## src/rtl/ihtc_pkg.sv

```systemverilog
// Shared types and constants for the IPv4/TCP header checker.
package ihtc_pkg;

  localparam int unsigned QueueDepth = 2;

  localparam logic [3:0]  IpVersion4  = 4'd4;
  localparam logic [7:0]  ProtoTcp    = 8'd6;
  localparam logic [15:0] MinIpHeader = 16'd20;
  localparam logic [6:0]  MinTcpHdr   = 7'd20;
  localparam logic [15:0] SumGood     = 16'hFFFF;
  localparam logic [15:0] CountMax    = 16'hFFFF;

  localparam logic [2:0] StatusTcpOk     = 3'd0;
  localparam logic [2:0] StatusUndersize = 3'd1;
  localparam logic [2:0] StatusBadVer    = 3'd2;
  localparam logic [2:0] StatusBadSum    = 3'd3;
  localparam logic [2:0] StatusTruncated = 3'd4;
  localparam logic [2:0] StatusNotTcp    = 3'd5;

  typedef struct packed {
    logic [7:0] byte_in;
    logic       last_byte;
  } in_item_t;

  typedef struct packed {
    logic [2:0]  status;
    logic [31:0] source_address;
    logic [31:0] dest_address;
    logic [15:0] source_port;
    logic [15:0] dest_port;
    logic [15:0] offset_and_flags;
    logic [31:0] sequence_number;
    logic [31:0] acknowledge_number;
    logic [15:0] payload_offset;
    logic [15:0] payload_length;
  } out_item_t;

  // Per-packet summary handed from the parser to the verdict stage.
  typedef struct packed {
    logic [15:0] byte_count;
    logic [15:0] ones_sum;
    logic [5:0]  header_bytes;
    logic        version_wrong;
    logic [15:0] total_length;
    logic [7:0]  protocol;
    logic [31:0] src_addr;
    logic [31:0] dst_addr;
    logic [31:0] ports;
    logic [15:0] offset_flags;
    logic [31:0] seq_num;
    logic [31:0] ack_num;
  } pkt_rec_t;

endpackage

```

## src/rtl/ihtc_front.sv

```systemverilog
// Byte parser: counts bytes, sums the IP header, captures header fields.
module ihtc_front (
  input  logic              clk_i,
  input  logic              rst_ni,
  input  logic              push,
  input  logic              full,
  input  ihtc_pkg::in_item_t in_item_i,
  output logic              rec_valid_o,
  output ihtc_pkg::pkt_rec_t rec_o
);

  logic [15:0] cnt_q, cnt_d;
  logic [15:0] sum_q, sum_d;
  logic [7:0]  pend_q, pend_d;
  logic [5:0]  hb_q, hb_d;
  logic        vw_q, vw_d;
  logic [15:0] tot_q, tot_d;
  logic [7:0]  proto_q, proto_d;
  logic [31:0] src_q, src_d;
  logic [31:0] dst_q, dst_d;
  logic [31:0] ports_q, ports_d;
  logic [15:0] offf_q, offf_d;
  logic [31:0] seq_q, seq_d;
  logic [31:0] ack_q, ack_d;

  logic        accept;
  logic        first;
  logic [7:0]  b;
  logic        in_hdr;
  logic        tcp_en;
  logic [15:0] tcp_idx;
  logic [16:0] sum_wide;

  assign accept = push & ~full;
  assign b      = in_item_i.byte_in;
  assign first  = (cnt_q == 16'd0);

  always_comb begin
    hb_d     = first ? {b[3:0], 2'b00} : hb_q;
    vw_d     = first ? (b[7:4] != ihtc_pkg::IpVersion4) : vw_q;
    in_hdr   = (cnt_q < {10'd0, hb_d});
    sum_wide = {1'b0, sum_q} + {1'b0, pend_q, b};
    sum_d    = sum_q;
    pend_d   = pend_q;
    if (in_hdr) begin
      if (cnt_q[0]) begin
        sum_d = sum_wide[15:0] + {15'd0, sum_wide[16]};
      end else begin
        pend_d = b;
      end
    end

    tot_d   = (cnt_q == 16'd2 || cnt_q == 16'd3) ? {tot_q[7:0], b} : tot_q;
    proto_d = (cnt_q == 16'd9) ? b : proto_q;
    src_d   = (cnt_q >= 16'd12 && cnt_q <= 16'd15) ? {src_q[23:0], b} : src_q;
    dst_d   = (cnt_q >= 16'd16 && cnt_q <= 16'd19) ? {dst_q[23:0], b} : dst_q;

    // TCP header starts at the IHL offset
    tcp_en  = (cnt_q >= {10'd0, hb_d}) && (cnt_q != ihtc_pkg::CountMax);
    tcp_idx = cnt_q - {10'd0, hb_d};
    ports_d = ports_q;
    seq_d   = seq_q;
    ack_d   = ack_q;
    offf_d  = offf_q;
    if (tcp_en) begin
      if (tcp_idx <= 16'd3) begin
        ports_d = {ports_q[23:0], b};
      end else if (tcp_idx <= 16'd7) begin
        seq_d = {seq_q[23:0], b};
      end else if (tcp_idx <= 16'd11) begin
        ack_d = {ack_q[23:0], b};
      end else if (tcp_idx <= 16'd13) begin
        offf_d = {offf_q[7:0], b};
      end
    end

    cnt_d = (cnt_q == ihtc_pkg::CountMax) ? cnt_q : cnt_q + 16'd1;
  end

  always_comb begin
    rec_valid_o        = accept & in_item_i.last_byte;
    rec_o.byte_count   = cnt_d;
    rec_o.ones_sum     = sum_d;
    rec_o.header_bytes = hb_d;
    rec_o.version_wrong = vw_d;
    rec_o.total_length = tot_d;
    rec_o.protocol     = proto_d;
    rec_o.src_addr     = src_d;
    rec_o.dst_addr     = dst_d;
    rec_o.ports        = ports_d;
    rec_o.offset_flags = offf_d;
    rec_o.seq_num      = seq_d;
    rec_o.ack_num      = ack_d;
  end

  always_ff @(posedge clk_i or negedge rst_ni) begin
    if (!rst_ni) begin
      cnt_q   <= '0;
      sum_q   <= '0;
      pend_q  <= '0;
      hb_q    <= '0;
      vw_q    <= 1'b0;
      tot_q   <= '0;
      proto_q <= '0;
      src_q   <= '0;
      dst_q   <= '0;
      ports_q <= '0;
      offf_q  <= '0;
      seq_q   <= '0;
      ack_q   <= '0;
    end else if (accept) begin
      if (in_item_i.last_byte) begin
        // packet done, start fresh
        cnt_q   <= '0;
        sum_q   <= '0;
        pend_q  <= '0;
        hb_q    <= '0;
        vw_q    <= 1'b0;
        tot_q   <= '0;
        proto_q <= '0;
        src_q   <= '0;
        dst_q   <= '0;
        ports_q <= '0;
        offf_q  <= '0;
        seq_q   <= '0;
        ack_q   <= '0;
      end else begin
        cnt_q   <= cnt_d;
        sum_q   <= sum_d;
        pend_q  <= pend_d;
        hb_q    <= hb_d;
        vw_q    <= vw_d;
        tot_q   <= tot_d;
        proto_q <= proto_d;
        src_q   <= src_d;
        dst_q   <= dst_d;
        ports_q <= ports_d;
        offf_q  <= offf_d;
        seq_q   <= seq_d;
        ack_q   <= ack_d;
      end
    end
  end

endmodule

```

## src/rtl/ihtc_fifo.sv

```systemverilog
// Small register queue of packet summaries between parser and verdict stage.
module ihtc_fifo #(
  parameter int unsigned Depth = ihtc_pkg::QueueDepth
) (
  input  logic               clk_i,
  input  logic               rst_ni,
  input  logic               wr_en_i,
  input  ihtc_pkg::pkt_rec_t wr_data_i,
  output logic               full_o,
  input  logic               rd_en_i,
  output logic               valid_o,
  output ihtc_pkg::pkt_rec_t rd_data_o
);

  localparam int unsigned PtrW = (Depth > 1) ? $clog2(Depth) : 1;
  localparam int unsigned CntW = $clog2(Depth + 1);
  localparam logic [PtrW-1:0] PtrLast = PtrW'(Depth - 1);
  localparam logic [CntW-1:0] CntFull = CntW'(Depth);

  ihtc_pkg::pkt_rec_t mem_q [Depth];
  logic [PtrW-1:0] wr_ptr_q, wr_ptr_d;
  logic [PtrW-1:0] rd_ptr_q, rd_ptr_d;
  logic [CntW-1:0] cnt_q, cnt_d;
  logic            do_wr, do_rd;

  assign full_o    = (cnt_q == CntFull);
  assign valid_o   = (cnt_q != '0);
  assign rd_data_o = mem_q[rd_ptr_q];
  assign do_wr     = wr_en_i & ~full_o;
  assign do_rd     = rd_en_i & valid_o;

  always_comb begin
    wr_ptr_d = wr_ptr_q;
    rd_ptr_d = rd_ptr_q;
    cnt_d    = cnt_q;
    if (do_wr) begin
      wr_ptr_d = (wr_ptr_q == PtrLast) ? '0 : wr_ptr_q + PtrW'(1);
    end
    if (do_rd) begin
      rd_ptr_d = (rd_ptr_q == PtrLast) ? '0 : rd_ptr_q + PtrW'(1);
    end
    if (do_wr && !do_rd) begin
      cnt_d = cnt_q + CntW'(1);
    end else if (do_rd && !do_wr) begin
      cnt_d = cnt_q - CntW'(1);
    end
  end

  always_ff @(posedge clk_i or negedge rst_ni) begin
    if (!rst_ni) begin
      wr_ptr_q <= '0;
      rd_ptr_q <= '0;
      cnt_q    <= '0;
    end else begin
      wr_ptr_q <= wr_ptr_d;
      rd_ptr_q <= rd_ptr_d;
      cnt_q    <= cnt_d;
    end
  end

  always_ff @(posedge clk_i) begin
    if (do_wr) begin
      mem_q[wr_ptr_q] <= wr_data_i;
    end
  end

endmodule

```

## src/rtl/ihtc_back.sv

```systemverilog
// Verdict stage: status priority, payload fields, result register.
module ihtc_back (
  input  logic                clk_i,
  input  logic                rst_ni,
  input  logic                rec_valid_i,
  input  ihtc_pkg::pkt_rec_t  rec_i,
  output logic                rec_take_o,
  output logic                empty,
  input  logic                pop,
  output ihtc_pkg::out_item_t result_o
);

  logic                valid_q, valid_d;
  ihtc_pkg::out_item_t res_q, res_d;
  logic [2:0]          status;
  logic [5:0]          tcp_len;
  logic [6:0]          hdr_sum;
  logic [6:0]          hdr_min;

  assign rec_take_o = rec_valid_i & (~valid_q | pop);

  always_comb begin
    tcp_len = {rec_i.offset_flags[15:12], 2'b00};
    hdr_sum = {1'b0, rec_i.header_bytes} + {1'b0, tcp_len};
    hdr_min = {1'b0, rec_i.header_bytes} + ihtc_pkg::MinTcpHdr;

    if (rec_i.byte_count < ihtc_pkg::MinIpHeader) begin
      status = ihtc_pkg::StatusUndersize;
    end else if (rec_i.version_wrong) begin
      status = ihtc_pkg::StatusBadVer;
    end else if (rec_i.byte_count < {10'd0, rec_i.header_bytes}) begin
      status = ihtc_pkg::StatusTruncated;
    end else if (rec_i.ones_sum != ihtc_pkg::SumGood) begin
      status = ihtc_pkg::StatusBadSum;
    end else if (rec_i.total_length > rec_i.byte_count) begin
      status = ihtc_pkg::StatusTruncated;
    end else if (rec_i.protocol != ihtc_pkg::ProtoTcp) begin
      status = ihtc_pkg::StatusNotTcp;
    end else if (rec_i.byte_count < {9'd0, hdr_min}) begin
      status = ihtc_pkg::StatusTruncated;
    end else begin
      status = ihtc_pkg::StatusTcpOk;
    end

    res_d.status             = status;
    res_d.source_address     = rec_i.src_addr;
    res_d.dest_address       = rec_i.dst_addr;
    res_d.source_port        = rec_i.ports[31:16];
    res_d.dest_port          = rec_i.ports[15:0];
    res_d.offset_and_flags   = rec_i.offset_flags;
    res_d.sequence_number    = rec_i.seq_num;
    res_d.acknowledge_number = rec_i.ack_num;
    res_d.payload_offset     = {9'd0, hdr_sum};
    res_d.payload_length     = (rec_i.total_length > {9'd0, hdr_sum}) ?
                               rec_i.total_length - {9'd0, hdr_sum} : 16'd0;

    if (rec_take_o) begin
      valid_d = 1'b1;
    end else if (pop) begin
      valid_d = 1'b0;
    end else begin
      valid_d = valid_q;
    end
  end

  always_ff @(posedge clk_i or negedge rst_ni) begin
    if (!rst_ni) begin
      valid_q <= 1'b0;
    end else begin
      valid_q <= valid_d;
    end
  end

  always_ff @(posedge clk_i) begin
    if (rec_take_o) begin
      res_q <= res_d;
    end
  end

  assign empty    = ~valid_q;
  assign result_o = res_q;

endmodule

```

## src/rtl/ipv4_tcp_header_checker_top.sv

```systemverilog
// Top level of the IPv4 header checker with TCP field extraction.
//
//  channel  | direction | handshake               | payload
//  ---------+-----------+-------------------------+--------------------------
//  bytes    | in        | push / full             | in_item_i  (byte, last mark)
//  results  | out       | empty / pop             | result_o   (verdict, fields)
//
// One byte is taken per cycle while full is low; the byte parser updates its
// counters and the running ones-complement sum on the edge that takes it.
// The edge that takes a last byte writes the packet summary into the queue;
// it moves into the verdict stage's output register once that register is
// empty or being popped, and empty then drops.
// Reset (rst_ni low, asynchronous) clears parser state, queue pointers and
// the result valid flag.
// full is registered and rises only with QueueDepth summaries queued behind an
// unpopped result; a byte offered then waits until the verdict stage drains.
module ipv4_tcp_header_checker_top #(
  parameter int unsigned QueueDepth = ihtc_pkg::QueueDepth
) (
  input  logic                clk_i,
  input  logic                rst_ni,
  input  logic                push,
  output logic                full,
  input  ihtc_pkg::in_item_t  in_item_i,
  output logic                empty,
  input  logic                pop,
  output ihtc_pkg::out_item_t result_o
);

  logic               front_rec_valid;
  ihtc_pkg::pkt_rec_t front_rec;
  logic               q_valid;
  ihtc_pkg::pkt_rec_t q_rec;
  logic               q_take;

  // Parser: one transfer per byte, emits a packet summary on the last byte.
  ihtc_front u_front (
    .clk_i       (clk_i),
    .rst_ni      (rst_ni),
    .push        (push),
    .full        (full),
    .in_item_i   (in_item_i),
    .rec_valid_o (front_rec_valid),
    .rec_o       (front_rec)
  );

  // Decouples the parser from a stalled result consumer.
  ihtc_fifo #(
    .Depth (QueueDepth)
  ) u_fifo (
    .clk_i     (clk_i),
    .rst_ni    (rst_ni),
    .wr_en_i   (front_rec_valid),
    .wr_data_i (front_rec),
    .full_o    (full),
    .rd_en_i   (q_take),
    .valid_o   (q_valid),
    .rd_data_o (q_rec)
  );

  // Verdict and payload arithmetic, registered onto the result ports.
  ihtc_back u_back (
    .clk_i       (clk_i),
    .rst_ni      (rst_ni),
    .rec_valid_i (q_valid),
    .rec_i       (q_rec),
    .rec_take_o  (q_take),
    .empty       (empty),
    .pop         (pop),
    .result_o    (result_o)
  );

endmodule
```

## config.mk

```make
export PLATFORM = sky130hd
export DESIGN_NAME = ipv4_tcp_header_checker_top
export DESIGN_NICKNAME = d
export VERILOG_FILES = /design/src/rtl/ihtc_pkg.sv /design/src/rtl/ihtc_front.sv /design/src/rtl/ihtc_fifo.sv /design/src/rtl/ihtc_back.sv /design/src/rtl/ipv4_tcp_header_checker_top.sv
export SDC_FILE = /design/constraint.sdc
export NUM_CORES = 1
export LEC_CHECK = 0
export ABC_AREA = 1
export BUFFER_PORTS_ARGS = -buffer_cell sky130_fd_sc_hd__buf_4
export CAP_MARGIN = 0
export CORE_ASPECT_RATIO = 0.9
export CORE_MARGIN = 3
export CORE_UTILIZATION = 55
export CTS_BUF_LIST = sky130_fd_sc_hd__clkbuf_16
export CTS_CLUSTER_SIZE = 12
export DETAILED_ROUTE_END_ITERATION = 6
export GPL_TIMING_DRIVEN = 0
export PLACE_DENSITY = 0.76
export REMOVE_ABC_BUFFERS = 1
export SLEW_MARGIN = 10
export SYNTH_ARGS = -nofsm -noshare
export SYNTH_HDL_FRONTEND = slang
export SYNTH_SLANG_ARGS = --single-unit
```

## constraint.sdc

```tcl
create_clock -name clk_i -period 21.9 [get_ports clk_i]
set_clock_uncertainty 0.05 [all_clocks]
set_input_delay 4.38 -clock clk_i [delete_from_list [all_inputs] [get_ports clk_i]]
set_output_delay 4.38 -clock clk_i [all_outputs]
set_load 0.03 [all_outputs]
```

Word level (Yosys, flattened, before mapping)
Memory sizes are Yosys's and may differ from the RTL's.
Index checks and enable logic that the tools add are counted.
Word-level totals
  logic and storage cells: 140
  memories: 1
  bits in registers: 454
  bits in writable memories: 478
  input port bits: 13
Cells by class
  reductions and logical operators: 15
  add/subtract/negate cells: 11
  equal/unequal tests: 10
  muxes and demuxes: 52
  order comparisons: 15
  bitwise logic cells: 8
Memories
  u_fifo.mem_q: depth 2, bits a word 239, read ports 1, clocked after memory_dff 0, write ports 1, RTL line ihtc_fifo.sv:20  | ihtc_pkg::pkt_rec_t mem_q [Depth];
Operator list (number)
  2-to-1 mux 32 bit: 16
  2-to-1 mux 16 bit: 13
  less-or-equal comparator 16 x 4 -> 1 bit (second input constant): 3
  2-to-1 mux 8 bit: 5
  == test 16 x 2 -> 1 bit (second input constant): 2
  < comparator 16 x 6 -> 1 bit: 2
  != test 16 bit (second input constant): 2
  adder 16 x 16 -> 17 bit: 1
  adder 16 x 1 -> 16 bit: 1
  adder 16 x 1 -> 16 bit (second input constant): 1
  == test 16 bit (second input constant): 1
  == test 16 x 4 -> 1 bit (second input constant): 1
  >= comparator 16 x 4 -> 1 bit (second input constant): 1
  >= comparator 16 x 5 -> 1 bit (second input constant): 1
  >= comparator 16 x 6 -> 1 bit: 1
  greater-than comparator 16 bit: 1
  greater-than comparator 16 x 7 -> 1 bit: 1
  less-or-equal comparator 16 x 2 -> 1 bit (second input constant): 1
  less-or-equal comparator 16 x 3 -> 1 bit (second input constant): 1
  less-or-equal comparator 16 x 5 -> 1 bit (second input constant): 1
  zero test 16 bit: 1
  < comparator 16 x 5 -> 1 bit (second input constant): 1
  < comparator 16 x 7 -> 1 bit: 1
  subtractor 16 x 6 -> 16 bit: 1
  23 further kinds: 51

Longest topological paths before layout
  depth after elaboration: 10
  mapped depth: 28

By module
From an unflattened synthesis, not the netlist that was laid out.
Unflattened totals
  cell total of the unflattened synthesis: 3835
  area total of the unflattened synthesis: 40299.9 um^2
Modules (own cells, without submodules)
  ihtc_fifo: area each 17644.4 um^2, cells each 1280, seq. area each 14453.9 um^2, times used 1
  ihtc_front: area each 14789.2 um^2, cells each 2038, seq. area each 6180.9 um^2, times used 1
  ihtc_back: area each 7866.3 um^2, cells each 517, seq. area each 6090.8 um^2, times used 1

Least setup slack after synthesis
No wires, ideal clock.
  kind: input to register
  start: input pop
  end: register u_fifo.cnt_q[1]
  setup time: 131 ps
  data arrival time: 15807 ps
  slack: 5912 ps
  required time: 21719 ps
  cell stages on the path: 7
  cells stage by stage: nor2_1 -> a21oi_1 -> inv_1 -> ha_1 -> a21oi_1 -> o21ai_0 -> xor2_1
Between the ends
  longest elaborated chain between the ends: 6
  elaborated cells on any way between the ends: 8
  classes of those cells: mux: 1; bitwise: 3; reduce/logical: 4
RTL lines
  from (decl): RTL line ipv4_tcp_header_checker_top.sv:26  | input logic pop,
  OR 1 bit *: RTL line ihtc_back.sv:20  | assign rec_take_o = rec_valid_i & (~valid_q | pop);
  AND 1 bit *: RTL line ihtc_back.sv:20
  via q_take: RTL line ipv4_tcp_header_checker_top.sv:34  | logic q_take;
  AND 1 bit *: RTL line ihtc_fifo.sv:30  | assign do_rd = rd_en_i & valid_o;
  zero test 1 bit: RTL line ihtc_fifo.sv:42  | if (do_wr && !do_rd) begin
  logical AND 1 bit: RTL line ihtc_fifo.sv:42
  2-to-1 mux 2 bit or nonzero test 2 bit (tied branches)
  to (signal assigned): RTL line ihtc_fifo.sv:57  | cnt_q <= cnt_d;
  to (decl): RTL line ihtc_fifo.sv:23  | logic [CntW-1:0] cnt_q, cnt_d;
Mark *: on every way through the listed nets, which the timed path passes. The rest lies on a longest branch.
A chain may end at the register's enable or synchronous reset.

==> key figures <==
STA
  • Final Cycle Share: 43.5%
  • Final setup margin: 12.38 ns
  • F_max: 0.105 GHz
  • Minimum clock period: 9.52 ns
  • Worst relative slew slack: 18.4%
  • RSZ-0062 raised after global routing: no
  • Fin Setup TNS: 0 ns
  • Final Hold Vio Count: 0
  • Final setup viols: 0
  • Final Max Tran Viols: 0
  • Slew @ Worst Pin: between 1 and 1.5 ns

Job
  • Max-cap violations: 0

Final layout
  • Area Growth Syn to Fin: 15.6%
  • Layout net count: about 4,100
  • Non-Filler Instances: 5,010
  • Layout cells sized above 1: between 10% and 20%

Floorplanning
  • Initial Util: between 50% and 60%
  • Die W: 291 um
  • Die Area: 0.0765 mm^2
  • Core Footprint: 0.0720 mm^2
  • Die height: 263 um
  • Row cnt: 93
  • Ports: 226

Placed design
  • DP Worst Slack: approximately 12 ns
  • Placed Cells: 4,837
  • Port Buf Inserts: 216
  • RePlAce Congestion: 0.890
  • Hpwl dp: 56.4 mm

Yosys
  • Synth top area share: slightly above 50%
  • Area leader, netlist: edfxtp_1
  • FFs w/ async S/R, synth: 27.0%
  • Post-synth EDFFs: 680
  • Post-Syn Area: 0.0403 mm^2
  • Avg Inst Size Synth: ~11 um^2
  • Seq cells post-synth: slightly above 900
  • Top cells by area, synth: edfxtp_1, dfrtp_1, nand2_1
  • Seq/Total Area, Yosys: 66.3%
  • YS warnings: 0
  • Most common cell in the netlist: nand2_1
  • Main synth FF type: edfxtp_1
  • Unique cell type count in the Yosys netlist: 53
  • Commonest cells post-synth: nand2_1, edfxtp_1, inv_1
  • Syn Inst Count: 3,776

GRT
  • Largest net degree at the start of global routing: 125
  • First-pass GRT wire length: 143 mm
  • Total global routing overflow: 0
  • Vias in the first global route: 26,800
  • GRT Total Usage: a little under a quarter
  • Initial antenna violation count: 1

Clock tree
  • CTS tree: yes
  • Post_cts resized: 0
  • CTS clk-pin slew, worst paths: 0.06 ns
  • Htree depth: 3
  • CTS Sinks: 932
  • Total CTS buffers: 94
  • Clk buf depth: 3
  • Hold buffer count at cts: 0
  • Clk_lat worst skew: 0.65 ns
  • CTS Root Cell: clkbuf_16
  • Postcts setup bufs: 0

Critical path
  • Worst-path fanout max: 33
  • Data arrival, critical path: roughly 10 ns
  • Slowest CP cell: nand3_2
  • Crit-path cells: buf_4 -> inv_1 -> a21oi_1 -> inv_1 -> ha_1 -> inv_1 -> o21ai_1 -> nor2_1 -> nand2_1 -> nor2_1 -> nand2_1 -> nand2_1 -> inv_1 -> nand2_1 -> clkinv_1 -> nand3_2 -> nand2_1 -> and2_1
  • Critical Path Most Common Cell: nand2_1
  • Startpoint types: input port
  • Setup Crit Path Kind: input port to flop
  • Crit end category: flop
  • Crit path largest cell delay: 1.01 ns
  • CP Data Required Time: ~22 ns

Power
  • Static leakage: 20.4 nW
  • PD cells: 136 mW/mm^2
  • Pwr Total: 0.00634 W
  • Max VDD drop: roughly 110 uV

Routing
  • Routed WL: 90.1 mm
  • Initial drt markers: 2,061
  • DRT Pass-1 Iters: 5
  • Vias per cell: 5.44
  • Vias: 27,200
  • WL/cell: 18.0 um
  • Final ANT Viol Nets: 0
  • DRC errors left: 0

Worst hold path
  • Hold Path Class: flop to flop

Status
  • Status: complete, no violations
==> area by class of cell <==
type	count	area [um^2]
Timing Repair Buffer	276	2970
Sequential cell	932	26700
Clock inverter	78	402
Inverter	346	1310
Multi-Input combinational cell	2333	11600
Tap cell	950	1190
Fill cell	5310	25500
Clock buffer	94	2350
Antenna cell	1	2.50
==> metrics by stage <==
| stage | util [%] | instance area (um^2) | hold slack [ns] |
|---|---|---|---|
| floorplan | - | 39600 | 0.390 |
| global placement | 58.8 | 42400 | 0.403 |
| global route | 64.6 | 46600 | 0.435 |
| CTS | 64.6 | 46600 | 0.427 |
| finish | 64.6 | 46600 | 0.428 |
| detailed placement | 60.8 | 43800 | 0.412 |
==> final timing paths <==
check	slack, ns	to	from	cells past startpoint
worst min register to register	0.43	u_front.seq_q[2]	u_front.seq_q[2]	2
worst max-delay path	12.38	u_fifo.mem_q[0][26]	in_item_i[4]	18
max in group asynchronous	17.10	u_front.ports_q[2]	rst_ni	2
min in group asynchronous	3.67	u_front.src_q[17]	rst_ni	1
worst max register to register	15.46	u_fifo.mem_q[0][26]	u_front.cnt_q[0]	23
worst min-delay path	0.43	u_front.seq_q[2]	u_front.seq_q[2]	2
==> critical path: cells and delay by family <==
kind / cells / cell delay, ns
buf+inv: 6 / 2.19
simple gates: 9 / 2.49
fa+ha+maj: 1 / 0.27
compound gates: 2 / 0.47
==> state kept, by name, indices dropped and copies added, names as in the netlist <==
register         count
u_fifo.mem_q       478
u_back.result_o    202
u_front.ack_q       32
u_front.dst_q       32
u_front.ports_q     32
u_front.seq_q       32
u_front.src_q       32
u_front.cnt_q       16
u_front.offf_q      16
u_front.sum_q       16
u_front.tot_q       16
u_front.pend_q       8
u_front.proto_q      8
u_front.hb_q         6
u_fifo.cnt_q         2
u_back.valid_q       1
u_fifo.rd_ptr_q      1
u_fifo.wr_ptr_q      1
u_front.vw_q         1
==> layer usage <==
layer | routed length, um | part of all wire, % | GRT usage (%)
met3 | 5590 | 6.2 | 4.09
met4 | 2540 | 2.8 | 7.64
met1 | 38000 | 42 | 31.5
met2 | 44000 | 49 | 39.2
met5 | 0 | 0 | 0
==> kinds of logic after synthesis <==
kind of cell    share of synthesized area [%]
simple gates                             20.2
buf+inv                                  5.12
mux                                     0.248
other cells                           0.00931
flops                                    66.3
xor+xnor                                0.891
compound gates                           4.99
fa+ha+maj                                2.22
==> power breakdown <==
part / internal, W / leakage (nW) / switching [W] / total, W
registers: 0.00240 / 9.98 / 0.000140 / 0.00254
clock network: 0.000790 / 1.50 / 0.000655 / 0.00145
logic: 0.000742 / 8.90 / 0.00161 / 0.00236
==> placed cells by master, fill, tap and decap left out, types with 7 or more instances in the layout <==
master     count
buf_12        28
edfxtp_1     680
mux2i_1       10
o21ai_0      221
nand3_1      207
xor2_1        35
a22o_1        34
a21oi_1       48
nand2_1     1232
o21bai_1       7
nand4_2        8
buf_16        26
buf_4        219
clkbuf_16     94
or2_2         21
nand3_2       11
and2_1       112
inv_1        378
o22ai_1       18
clkinv_1      21
nand3b_1      11
nand2_2        9
conb_1         9
dfrtp_1      251
nor3_1        22
nor2_4         7
nand4_1      115
nor4_1         7
ha_1          65
nor2_1        74
Note: power is estimated with default switching activity, not from simulation.
